$ cat src/design/gif_lzw_encoder_assert.svh
// Assertion macros for the GIF LZW encoder
`ifndef GIF_LZW_ENCODER_ASSERT_SVH
`define GIF_LZW_ENCODER_ASSERT_SVH

// condition holds on the same edge
`define GLE_ASSERT_IMPL(lbl, ante, cons) \
  lbl: assert property (@(posedge clk) disable iff (!rst_n) (ante) |-> (cons)) \
    else $error("gif_lzw_encoder: check failed");

// condition holds on the following edge
`define GLE_ASSERT_NEXT(lbl, ante, cons) \
  lbl: assert property (@(posedge clk) disable iff (!rst_n) (ante) |=> (cons)) \
    else $error("gif_lzw_encoder: check failed");

`endif

$ cat src/design/gle_ram.sv
// Generic single write port RAM with registered read
module gle_ram #(
  parameter int WIDTH = 8,
  parameter int DEPTH = 256
) (
  input  logic                     clk,
  input  logic                     we,
  input  logic [$clog2(DEPTH)-1:0] waddr,
  input  logic [WIDTH-1:0]         wdata,
  input  logic [$clog2(DEPTH)-1:0] raddr,
  output logic [WIDTH-1:0]         rdata
);

  logic [WIDTH-1:0] mem [DEPTH];
  logic [WIDTH-1:0] rdata_r;

  always_ff @(posedge clk) begin
    if (we) begin
      mem[waddr] <= wdata;
    end
    rdata_r <= mem[raddr];
  end

  assign rdata = rdata_r;

endmodule

$ cat config.mk
export PLATFORM = sky130hd
export DESIGN_NAME = gle_ram
export DESIGN_NICKNAME = d
export VERILOG_FILES = /design/src/design/gif_lzw_encoder_assert.svh /design/src/design/gle_ram.sv
export SDC_FILE = /design/constraint.sdc
export NUM_CORES = 2
export LEC_CHECK = 0
export BUFFER_PORTS_ARGS = -buffer_cell sky130_fd_sc_hd__buf_2
export CAP_MARGIN = 10
export CORE_MARGIN = 1.5
export CORE_UTILIZATION = 55
export DETAILED_ROUTE_END_ITERATION = 12
export PLACE_DENSITY = 0.71
export SETUP_SLACK_MARGIN = 0.3
export SLEW_MARGIN = 20
export SYNTH_ARGS = -nofsm -noshare
export SYNTH_HDL_FRONTEND = slang
export SYNTH_SLANG_ARGS = --single-unit
$ cat constraint.sdc
create_clock -name clk -period 4.5 [get_ports clk]
set_input_delay 0.45 -clock clk [delete_from_list [all_inputs] [get_ports clk]]
set_output_delay 0.45 -clock clk [all_outputs]
set_load 0.005 [all_outputs]
# Yosys cells after proc, flatten, opt, wreduce, memory -nomap -nowiden
# Memories as Yosys holds them, arrays and structs flattened. A register that Yosys moved wholly into a read port is not among the register bits.
# Index checks and enable logic that the tools add are counted.
dict set report classes {
  n_addsub 0
  n_mul 0
  div 0
  n_lt_le_gt_ge 0
  eq_ne 0
  n_shift 0
  muxes 2
  bitwise 0
  n_reduce_logical 0
}
# op n
set op_table {}
lappend op_table {{$mux 1} 2}
dict set report word_totals {
  regBits 0
  latch_bits 0
  ramBits 2048
  mem_bits_ro 0
  inputBits 26
  output_inout_bits 8
  word_cells 3
  n_memories 1
}
# memory depth word_bits read_ports rd_clocked_by_memory_dff wr line
set memory_table {}
lappend memory_table {mem 256 8 1 1 1 gle_ram.sv:14} ;# logic [WIDTH-1:0] mem [DEPTH];

# Depth between registers and ports, before layout
dict set report depth {
  depth_word 2
  ltp_mapped 11
  ltp_nobuf 6
}

# Worst setup path before layout
# No wires, ideal clock.
dict set report synth_path {
  path_kind {in2reg}
  start {input port raddr[0]}
  end {register rdata_r[2] (netlist: rdata[2]) (read register of mem)}
  setup_ps 131
  t_arrival_ps 2257
  required_ps 4369
  path_slack_ps 2112
  stages 9
  n_path_buf 4
  cell_sequence {buf_6 buf_12 buf_8 buf_2 mux4_2 a22oi_1 a21oi_1 nor4_1 nor4_2}
}
# item line
set synth_lines {}
lappend synth_lines {{from (decl)} gle_ram.sv:10} ;# input logic [$clog2(DEPTH)-1:0] raddr,
lappend synth_lines {{to (decl)} gle_ram.sv:15} ;# logic [WIDTH-1:0] rdata_r;

==> impl_metrics.toml <==
[run_status]
status = "finished, violations left"
violations = "design-rule violations"

[power_and_ir_drop]
seqPwrFrac_pct = 54.0
p_comb_share_pct = 4.9
p_sw_w = 0.00824
power.internal_w = 0.0309
ir_drop_mv = 0.447
power.clock.fraction_pct = 41.1
power.density_nw_per_um2 = 442
p_sw_share_pct = 21.0
p_leak_nw = 27.4

[sta]
skew_ns = 0.0262
period_needed_ns = 3.08
tightest_slew_ns = 1.25
hold_ws_ns = 0.101
finalSetupTns_ns = 0
final_hold_viol_count = 0
fin_crit_sh_pct = 68.5
rsz0062_at_grt = "false"
slew_headroom_pct = 16.8
drv_slew = 0
fmax_mhz = 325
finalSetupViolCount = 0

[clock_tree]
clk_latency_ns = 0.83
post_cts_buffers = 0
root_buffer = "clkbuf_16"
cts_buffer_depth = 3
postCtsResizedCells = 0
cts_tree = "done"
holdBufCountCts = 0
cts_buffers = 194
clk_pin_slew_ns = 0.06
clock_sinks = 2056
htree_num_levels = 4

[finish]
layout-drive-gt1-share_pct = 23.0
multi_input_area_um2 = 16500
seq_area_um2 = 61700
finalInstanceArea_um2 = 88600
num-nets-final = 3906
syn2layout_area_growth_pct = 11.4
fill_cells = 9744

[synthesis]
synth_top_family_by_area = "multiplexers"
syn_area_per_cell_um2 = 21.3
synth_seq_cells = 2056
synth_compound_area_share_pct = 3.42
yosysTopAreaCell = "edfxtp_1"
yosysSeqAreaShare_pct = 77.5
synth-simple-area-share_pct = 2.63
synthTopCellsByArea = "edfxtp_1 77%, mux4_2 13%, mux2i_1 1.7%, nor2_1 1.3%, a22oi_1 1.3%"
synth_cell_types = 55
async_flop_share_pct = 0
synth_ff_type = "edfxtp_1"
synth_top_area_share_pct = 77.3
synth_cells = 3733
ys_warn_count = 0
synth-edff-count = 2048
synthAdderAreaFrac_pct = 0
synth_area_um2 = 79600
synth_xor_area_share_pct = 0
synth_nets = 3759
synth_mux_area_share_pct = 14.6

[worst_setup_path]
required_ns = 5.15
critical_path.most_common_cell = "buf_12"
crit_fanout = 39
cpPeakStageDelay_ns = 1.06
crit_family = "simple AND/OR/NAND/NOR gates"
crit_chain = "buf_8, buf_12, buf_12, buf_4, mux4_2, o22ai_1, nor3_1, nor4_1, nor4_2"
worstSetupEndpointType = "register"
path_class = "input port to register"
cp.arrival_ns = 3.73
slowest_stage = "nor4_1"
critPathLaunchType = "input port"
path_buf_inv = 4

[global_route]
overflow = 0
grt_pass1_vias = 39100
grt_max_degree = 153
grt_pass1_wl_um = 279000
gr-usage-all-layers_pct = 26.7
antenna_found_initial = 13

[floorplan]
row_count = 139
coreArea_um2 = 144000
die_w_um = 383
pin_count = 34
die_area_um2 = 147000
die_h_um = 383
initial_utilization_pct = 55.4

[min_path]
hold_class = "input port to register"

[placed_design]
io_buffers = 33
dp_hpwl_um = 117000
placedInstanceArea_um2 = 82300
gp_congestion = 0.868

[drt]
dr.pass1.iters = 10
drc = 4
vias = 39600
post_drt_wl_per_cell_um = 32.4
drt_iter0_drc = 5519
routed_via_density = 6.65
wl_um = 193000
ant_nets = 0

[run]
maxCapViolCount = 0
## cells by family (layout without fill, tap and decap cells)
| group | Yosys count | in the layout |
|---|---|---|
| compound gates | 385 | 385 |
| buf+inv | 235 | 546 |
| flops | 2056 | 2056 |
| mux | 591 | 591 |
| other cells | 0 | 5 |
| simple gates | 466 | 466 |
## worst paths after layout
path,startpoint,end,slack [ns],depth (start not counted)
worst max register to register,mem[203][2]$_DFFE_PP_,rdata[2]$_DFF_P_,1.83,5
worst min register to register,mem[40][3]$_DFFE_PP_,rdata[3]$_DFF_P_,1.01,6
worst max-delay path,raddr[0],rdata[2]$_DFF_P_,1.42,9
worst min-delay path,wdata[1],mem[246][1]$_DFFE_PP_,0.10,1
## worst register-to-register path, cell delays in order, from the launching register on
cell and delay, ns:
edfxtp_1 0.37, mux4_2 0.49, a22oi_1 0.42, a21oi_1 0.13, nor4_1 1.00, nor4_2 0.09
## state kept, by name, indices dropped and copies added (netlist names)
| register | cells |
|---|---|
| rdata | 8 |
| mem | 2048 |
## cells in the final DEF (no fill, tap or decap), types with 10 or more instances in the layout
master	netlist	final
a211oi_1	16	16
a21oi_1	96	95
a221oi_1	13	13
a22oi_1	133	133
buf_12	8	30
buf_2	31	22
buf_4	27	122
bufinv_16	0	18
clkbuf_1	111	49
clkbuf_16	0	197
clkinv_1	1	44
clkinv_2	0	29
edfxtp_1	2048	2048
mux2i_1	134	134
mux4_2	454	454
nand2_1	33	33
nand3_1	34	32
nand4_1	10	10
nor2_1	282	279
nor2b_1	31	28
nor3_1	22	21
nor4_1	24	21
o211ai_1	10	10
o21ai_0	10	10
o221ai_1	46	46
o22ai_1	28	28
## synthesized netlist by cell type (all sizes together), types with 12 or more instances
cell type,count
a22oi,133
edfxtp,2048
a221oi,14
mux4,456
clkbuf,111
buf,122
o221ai,47
o22ai,28
nand2,33
nand3,34
nor2b,31
a21oi,96
o21ai,12
nor3,22
nor4,27
a211oi,16
nor2,282
mux2i,134
## power by group through the flow
stage | clock network [W] | logic [W] | registers [W]
6_report | 0.0161 | 0.00192 | 0.0212
5_1_grt | 0.0170 | 0.00201 | 0.0211
4_1_cts | 0.0163 | 0.00191 | 0.0211
3_5_place_dp | 0 | 0.00190 | 0.0216
3_3_place_gp | 0 | 0.00188 | 0.0216
2_1_floorplan | 0 | 0.00103 | 0.0215
## per-stage QoR
step | power, W | worst slack, ns | std cells | util (%)
final | 0.0392 | 1.42 | 5952 | 61.7
after global routing | 0.0401 | 1.33 | 5947 | 61.7
after CTS | 0.0393 | 1.54 | 5947 | 61.7
after detailed placement | 0.0235 | 0.698 | 5587 | 57.3
after global placement | 0.0234 | 0.364 | 5587 | 57.3
after floorplan | 0.0226 | 2.11 | 3733 | -
## metal layers
| layer | up-vias | global-route usage [%] | share of wire, % | wire, um |
|---|---|---|---|---|
| li1 | 16000 | - | - | - |
| met1 | 20700 | 38.6 | 38 | 73700 |
| met2 | 2411 | 40.6 | 47 | 90900 |
| met3 | 373 | 6.32 | 11 | 21800 |
| met4 | 12 | 8.67 | 3.2 | 6250 |
| met5 | - | 0 | 0.044 | 84 |
## area by class of cell
class / count / share of cell area (%)
Sequential cell: 2056 / 69.6
Timing Repair Buffer: 184 / 2.00
Tap cell: 1903 / 2.69
Multi-Input combinational cell: 1442 / 18.6
Antenna cell: 5 / 0.0141
Clock buffer: 251 / 5.85
Clock inverter: 109 / 1.20
Inverter: 2 / 0.00847
(Power assumes the default switching activity.)
