## src/design/gif_lzw_encoder_assert.svh

```systemverilog
// Assertion macros for the GIF LZW encoder
`ifndef GIF_LZW_ENCODER_ASSERT_SVH
`define GIF_LZW_ENCODER_ASSERT_SVH

// condition holds on the same edge
`define GLE_ASSERT_IMPL(lbl, ante, cons) \
  lbl: assert property (@(posedge clk) disable iff (!rst_n) (ante) |-> (cons)) \
    else $error("gif_lzw_encoder: check failed");

// condition holds on the following edge
`define GLE_ASSERT_NEXT(lbl, ante, cons) \
  lbl: assert property (@(posedge clk) disable iff (!rst_n) (ante) |=> (cons)) \
    else $error("gif_lzw_encoder: check failed");

`endif

```

## src/design/gle_pkg.sv

```systemverilog
// Types and constants shared across the GIF LZW encoder
package gle_pkg;

  localparam int DICT_ENTRIES   = 4096;
  localparam int MAX_CODE_WIDTH = 12;
  localparam int DICT_LIMIT_I   = (DICT_ENTRIES < (1 << MAX_CODE_WIDTH)) ?
                                  DICT_ENTRIES : (1 << MAX_CODE_WIDTH);
  localparam int ADDR_W         = $clog2(DICT_ENTRIES);
  localparam int FREE_W         = ADDR_W + 1;
  localparam int CODE_W         = 12;
  localparam int ENTRY_W        = CODE_W + 8;
  localparam int ACC_W          = CODE_W + 7;
  localparam int CNT_W          = 5;

  localparam logic [FREE_W-1:0] DICT_LIMIT = FREE_W'(DICT_LIMIT_I);
  localparam logic [3:0]        WIDTH_CAP  = 4'(MAX_CODE_WIDTH);

  localparam logic [1:0] FUNC_START  = 2'd0;
  localparam logic [1:0] FUNC_PIXEL  = 2'd1;
  localparam logic [1:0] FUNC_FINISH = 2'd2;

  localparam logic [3:0] ROOT_RESET = 4'd8;

  typedef struct packed {
    logic [1:0] func;
    logic [7:0] pixel;
  } in_item_t;

  typedef struct packed {
    logic [7:0] out_byte;
    logic       out_last;
    logic       stream_end;
  } out_item_t;

  // sequencer to bit packer
  typedef struct packed {
    logic              clr;
    logic              load;
    logic [CODE_W-1:0] code;
    logic [3:0]        width;
    logic              end_req;
    logic              fin;
  } pk_cmd_t;

endpackage

```

## src/design/gle_packer.sv

```systemverilog
// LSB-first bit packer with one-byte hold and output register
module gle_packer (
  input  logic               clk,
  input  logic               rst_n,
  input  gle_pkg::pk_cmd_t   cmd,
  output logic               busy,
  output logic               out_valid,
  input  logic               out_stall,
  output gle_pkg::out_item_t out_data
);
  import gle_pkg::*;

  logic [ACC_W-1:0] acc_r, acc_nxt;
  logic [CNT_W-1:0] n_r, n_nxt;
  logic             held_vld_r, held_vld_nxt;
  logic [7:0]       held_r, held_nxt;
  logic             end_r, end_nxt;
  logic             fin_r, fin_nxt;
  logic             ov_r, ov_nxt;
  out_item_t        od_r, od_nxt;
  logic             out_free;
  logic             step_byte;

  assign out_free  = !ov_r || !out_stall;
  assign step_byte = (n_r >= CNT_W'(8)) || (end_r && fin_r && (n_r != '0));
  assign busy      = (n_r >= CNT_W'(8)) || end_r;

  always_comb begin
    acc_nxt      = acc_r;
    n_nxt        = n_r;
    held_vld_nxt = held_vld_r;
    held_nxt     = held_r;
    end_nxt      = end_r;
    fin_nxt      = fin_r;
    ov_nxt       = ov_r && out_stall;
    od_nxt       = od_r;
    if (cmd.clr) begin
      acc_nxt = '0;
      n_nxt   = '0;
    end else if (cmd.load) begin
      acc_nxt = acc_r | (ACC_W'(cmd.code) << n_r);
      n_nxt   = n_r + CNT_W'(cmd.width);
    end else if (cmd.end_req) begin
      end_nxt = 1'b1;
      fin_nxt = cmd.fin;
    end else if (step_byte) begin
      if (!held_vld_r || out_free) begin
        if (held_vld_r) begin
          ov_nxt = 1'b1;
          od_nxt = '{out_byte: held_r, out_last: 1'b0, stream_end: 1'b0};
        end
        held_nxt     = acc_r[7:0];
        held_vld_nxt = 1'b1;
        acc_nxt      = acc_r >> 8;
        n_nxt        = (n_r >= CNT_W'(8)) ? n_r - CNT_W'(8) : '0;
      end
    end else if (end_r) begin
      // release the held byte as the last one of the request
      if (!held_vld_r) begin
        end_nxt = 1'b0;
      end else if (out_free) begin
        ov_nxt       = 1'b1;
        od_nxt       = '{out_byte: held_r, out_last: 1'b1, stream_end: fin_r};
        held_vld_nxt = 1'b0;
        end_nxt      = 1'b0;
      end
    end
  end

  always_ff @(posedge clk) begin
    if (!rst_n) begin
      acc_r      <= '0;
      n_r        <= '0;
      held_vld_r <= 1'b0;
      end_r      <= 1'b0;
      fin_r      <= 1'b0;
      ov_r       <= 1'b0;
    end else begin
      acc_r      <= acc_nxt;
      n_r        <= n_nxt;
      held_vld_r <= held_vld_nxt;
      end_r      <= end_nxt;
      fin_r      <= fin_nxt;
      ov_r       <= ov_nxt;
    end
    held_r <= held_nxt;
    od_r   <= od_nxt;
  end

  assign out_valid = ov_r;
  assign out_data  = od_r;

endmodule

```

## config.mk

```make
export PLATFORM = sky130hd
export DESIGN_NAME = gle_packer
export DESIGN_NICKNAME = d
export VERILOG_FILES = /design/src/design/gif_lzw_encoder_assert.svh /design/src/design/gle_pkg.sv /design/src/design/gle_packer.sv
export SDC_FILE = /design/constraint.sdc
export NUM_CORES = 1
export LEC_CHECK = 0
export BUFFER_PORTS_ARGS = -buffer_cell sky130_fd_sc_hd__buf_2
export CORE_MARGIN = 2
export CORE_UTILIZATION = 45
export DETAILED_ROUTE_END_ITERATION = 10
export HOLD_SLACK_MARGIN = 0.06
export PLACE_DENSITY_LB_ADDON = 0.1
export SYNTH_ARGS = -nofsm -noshare
export SYNTH_HDL_FRONTEND = slang
export SYNTH_SLANG_ARGS = --single-unit
```

## constraint.sdc

```tcl
create_clock -name clk -period 2.02 [get_ports clk]
set_input_delay 0 -clock clk [delete_from_list [all_inputs] [get_ports clk]]
set_output_delay 0 -clock clk [all_outputs]
set_load 0.05 [all_outputs]
```

# ---- After elaboration in Yosys (flattened, before gate mapping)
# Cells that the tools add are included.
# W data, S select, Z words.
dict set report classes {
  addsub 2
  magnitude_cmp 1
  n_eq_ne 3
  n_shift 1
  n_mux 32
  bitwise_logic 5
  reduce_logical 22
}
# operator n
set ops {}
lappend ops {{$mux W19} 4}
lappend ops {{$mux W10} 6}
lappend ops {{$mux W5} 5}
lappend ops {{$or A19 B19 Y19} 1}
lappend ops {{$shl A12 B5 Y19} 1}
lappend ops {{$mux W1} 17}
lappend ops {{$reduce_and A5 Y1} 2}
lappend ops {{$reduce_and A3 Y1} 3}
lappend ops {{$reduce_bool A2 Y1} 4}
lappend ops {{$reduce_and A7 Y1} 1}
lappend ops {{$add A5 B4 Y5} 1}
lappend ops {{$ge A5 B4 Y1 const B} 1}
lappend ops {{$reduce_bool A5 Y1} 1}
lappend ops {{$sub A5 B4 Y5 const B} 1}
lappend ops {{$logic_or A1 B1 Y1} 4}
lappend ops {{$ne A2 B1 Y1 const B} 2}
lappend ops {{$not A1 Y1} 4}
lappend ops {{$logic_and A1 B1 Y1} 3}
lappend ops {{$logic_not A1 Y1} 3}
lappend ops {{$ne A2 B2 Y1 const B} 1}
lappend ops {{$reduce_or A2 Y1} 1}
dict set report totals {
  register_bits 46
  inputBits 23
  out_inout_bits 12
  wordCells 76
}

# ---- Logic depth before layout (Yosys ltp)
dict set report logic_depth {
  depth_word 9
  ltp_mapped 7
}

# ---- Worst setup path before layout
# Ideal clock, no wire load.
dict set report synth_path {
  path_type {reg-to-reg}
  start {register n_r[4]}
  end {register od_r, in the netlist out_data[0], enable pin}
  arrival_ns 1.818
  required_time_ns 1.640
  path_slack_ns -0.178
  stages_incl_launch_ff 5
  n_path_buf 1
  path_cell_list {dfxtp_1 clkbuf_1 or3_1 nand3_1 a21oi_1}
}
dict set report synth_between {
  elab_chain_cells 5
  word_cells_on_any_way 8
  classes_between {order compare: 1; eq/ne: 1; reduce/logical: 6}
}
# element line
set synth_lines {}
lappend synth_lines {{from (decl)} gle_packer.sv:14} ;# logic [CNT_W-1:0] n_r, n_nxt;
lappend synth_lines {{from (signal assigned)} gle_packer.sv:80} ;# n_r <= n_nxt;
lappend synth_lines {{parallel branches: the longest is 2 deep, another holds $ge A5 B4 Y1} --}
lappend synth_lines {{$logic_or A1 B1 Y1 (*)} gle_packer.sv:25} ;# assign step_byte = (n_r >= CNT_W'(8)) || (end_r && fin_r && (n_r != '0));
lappend synth_lines {{$ne A2 B1 Y1 (no line) / $reduce_bool A2 Y1 (equally long branches)} --}
lappend synth_lines {{$reduce_and A7 Y1 (no line) (*)} --}
lappend synth_lines {{to (signal assigned)} gle_packer.sv:87} ;# od_r <= od_nxt;
lappend synth_lines {{to (decl)} gle_packer.sv:20} ;# out_item_t od_r, od_nxt;
# Every way passes the cells marked *.
# A chain may end at the register's enable or synchronous reset.

# ---- Worst setup path in the final report
dict set report layout_path {
  start {register n_r[1]}
  end {register acc_r[18]}
}
dict set report layout_between {
  elab_chain_cells 5
  word_cells_on_any_way 9
  classes_between {order compare: 1; shift: 1; mux: 1; bitwise: 1; reduce/logical: 5}
}
# element line
set layout_lines {}
lappend layout_lines {{parallel branches: the longest is 5 deep, another holds $ge A5 B4 Y1} --}
lappend layout_lines {{to (signal assigned)} gle_packer.sv:79} ;# acc_r <= acc_nxt;
lappend layout_lines {{to (decl)} gle_packer.sv:13} ;# logic [ACC_W-1:0] acc_r, acc_nxt;
# Several ways; the timed one is not identified.

==> results.ini <==
[global_route]
grtUsageMet1=0.280
first_global_vias=1965
grt_start_max_net_pins=18
track_usage=0.198
use_met2=0.313
top_usage_layer=met2
grt_overflow=0
met3_usage=0.0360
grt_pass1_wl_microns=9950
antenna_found_initial=0

[routing]
drtPass1Iterations=4
ant_nets=0
drc=0
num_vias=2106
wl_microns=5880
wl_per_cell_microns=16.7
drt_iter0_drc=186
viasPerCell=5.98

[floorplanning]
die_w_microns=80.1
initial_core_util=0.470
die_h_microns=80.1
core_area_sq_um=5540
die_area_sq_um=6420
io_pins=35
rows=27

[sta]
maxSlewHeadroom=0.625
fin_crit_ns=1.89
timing.final.ws_setup_ns=0.130
maxSlewViolCount=0
clock.fmax_mhz=529
fin_worst_skew_ns=0.00671
worst_slew_pin_slew_ns=0.563
hold_viol=0
fin_crit_sh=0.936
rsz0062_at_grt=false
final.setup.tns_ns=0
setup_viol=0

[placement]
hpwl_microns=4340
preCtsSetupSlack_ns=0.104
portBuffers=34
placedInstanceArea_sq_um=2910
gp_congestion=0.862

[power_and_ir_drop]
pwr-share-clk=0.344
switching_share=0.256
intPower_mw=1.50
pwr-share-seq=0.495
vdd_drop_max_mv=0.347
p_sw_mw=0.514
power.leakage_nw=1.15
combPwrFrac=0.161
power_density_nw_per_um2=652

[logic_synthesis]
synth_top_family_by_area=compound AO/OA/AOI/OAI gates
syn_inst=234
synthAdderAreaFrac=0.0269
synth_mux_area_frac=0.143
synth_common_cells=dfxtp_1, edfxtp_1, a21oi_1
ys.warnings.count=0
ys_types=59
synthSimpleGateAreaFrac=0.126
synth.most_common_cell=dfxtp_1
synth-compound-area-share=0.239
synthFlopType=dfxtp_1
syn_area_sq_um=2610
synth-seq-cells=46
synth_nets=262
synth_area_leader_cell=dfxtp_1
postSynthAreaPerCell_sq_um=11.1
synth_area_leaders=dfxtp_1, edfxtp_1, mux4_2
seq_area_frac_synth=0.422
synth-async-reset-ratio=0
synth_edf_count=18
synth_top_area_share=0.215
synthXorXnorAreaFrac=0.00672

[clock_tree]
cts_tree=built
cts.sinks=46
clockBufferDepth=2
clk_pin_slew_worst_paths_ns=0.09
htree_levels=2
cts_buffers=5
cts_root_buffer=clkbuf_8
clkLatencyLatePin_ns=0.30

[setup_path]
arrival_ns=2.08
timing.rr.end=acc_r[18]
timing_worst_setup_path_type=reg2reg
startpoint=n_r[1]
start_kind=register
cp_data_required_time_ns=2.21
end_kind=register
reg2reg_depth=4
critPathCapture=acc_r[18]
crit_fanout=6
worst-r2r-setup-slack_ns=0.13
r2r_start=n_r[1]

[outcome]
status=completed

[final_layout]
diodes=0
fillCellCount=474
fin_area_sq_um=3080
drive_above_1_share=0.307
final_nets=307
area_delta_synth_final_pct=18.2

[job]
cap_viol_max_count=0

[min_path]
hold_path_class=in2reg

critical path: stages, from the launching register on:
cell,delay [ns]
dfxtp_1,0.47
mux2_2,0.39
mux4_2,0.50
a221oi_1,0.30
a21oi_1,0.10
cells in the final DEF, fill, tap and decap left out, types with 2 or more instances in the layout:
master	netlist	final
a311oi_1	2	2
a22o_1	2	2
nand2b_1	6	6
a21oi_1	14	13
nor2_1	10	10
o2bb2ai_1	11	11
o21a_1	2	2
nand2_1	4	4
a22oi_1	6	6
inv_1	5	5
a21boi_0	3	3
mux4_2	9	9
ha_1	4	4
a31oi_1	3	3
buf_2	6	34
edfxtp_1	18	18
and2_1	2	2
dfxtp_1	28	27
clkbuf_8	0	5
buf_4	2	14
o21ai_0	2	2
o211a_1	2	2
and3_1	2	2
or2_2	4	4
a21o_1	2	2
nor2b_1	6	6
mux2_2	7	7
nor3b_1	3	3
a211oi_1	5	5
a221oi_1	7	7
mux2i_1	9	9
nor3_1	6	5
dlygate4sd3_1	0	5
xor2_1	2	2
nand3_1	6	6
o211ai_1	3	3
sequential cells by signal, indices dropped and copies added (netlist names):
name        count
out_data       10
fin_r           1
out_valid       1
acc_r          19
held_r          8
held_vld_r      1
n_r             5
end_r           1
layout make-up:
cell class | instances | area (sq um) | share of cell area
timing repair buffer | 54 | 337 | 0.109
tap | 72 | 90.1 | 0.0292
clock inverter | 3 | 43.8 | 0.0142
sequential | 46 | 1100 | 0.358
clock buffer | 5 | 68.8 | 0.0223
multi-input combinational | 167 | 1420 | 0.461
inverter | 5 | 18.8 | 0.00609
routing by layer:
layer  share of wire  vias to the layer above
li1                -                     1020
met1            0.49                     1006
met2            0.45                       76
met3           0.052                        4
met4          0.0093                        0
met5               0                        -
repair_timing:
action	CTS	global route
gates resized for setup	0	2
endpoints found under the hold margin	4	0
setup endpoints to repair	0	4
hold buffers	5	0
buffers inserted	0	0
logic make-up (layout without fill, tap and decap cells):
family,after synthesis,after routing
flip-flops,46,46
AO/OA/AOI/OAI,78,78
XOR/XNOR,2,2
buffers and inverters,21,67
AND/OR/NAND/NOR,57,57
multiplexers,25,25
adder cells (fa/ha/maj),5,5
power by group through the flow:
stage	clock network, mW	logic [mW]	registers [mW]
global placement	0	0.312	1.02
global route	0.745	0.354	0.998
floorplan	0	0.217	1.01
finish	0.691	0.323	0.995
CTS	0.707	0.319	0.995
detailed placement	0	0.311	1.02
worst min path at each step:
stage | startpoint | end | slack (ns) | depth (start not counted)
global route | cmd[2] | n_r[0] | 0.12 | 4
finish | cmd[2] | n_r[0] | 0.09 | 4
CTS | cmd[2] | n_r[0] | 0.09 | 4
global placement | cmd[0] | fin_r | 0.27 | 3
floorplan | rst_n | end_r | 0.12 | 1
detailed placement | cmd[0] | fin_r | 0.27 | 3
metrics by stage:
stage / cells / util / power, mW / hold WS [ns]
global placement: 339 / 0.526 / 1.33 / 0.270
detailed placement: 339 / 0.526 / 1.33 / 0.271
CTS: 352 / 0.555 / 2.02 / 0.0922
finish: 352 / 0.556 / 2.01 / 0.0852
floorplan: 234 / - / 1.22 / 0.118
global route: 352 / 0.556 / 2.10 / 0.123
No activity file was read; power rests on OpenSTA's default activity.
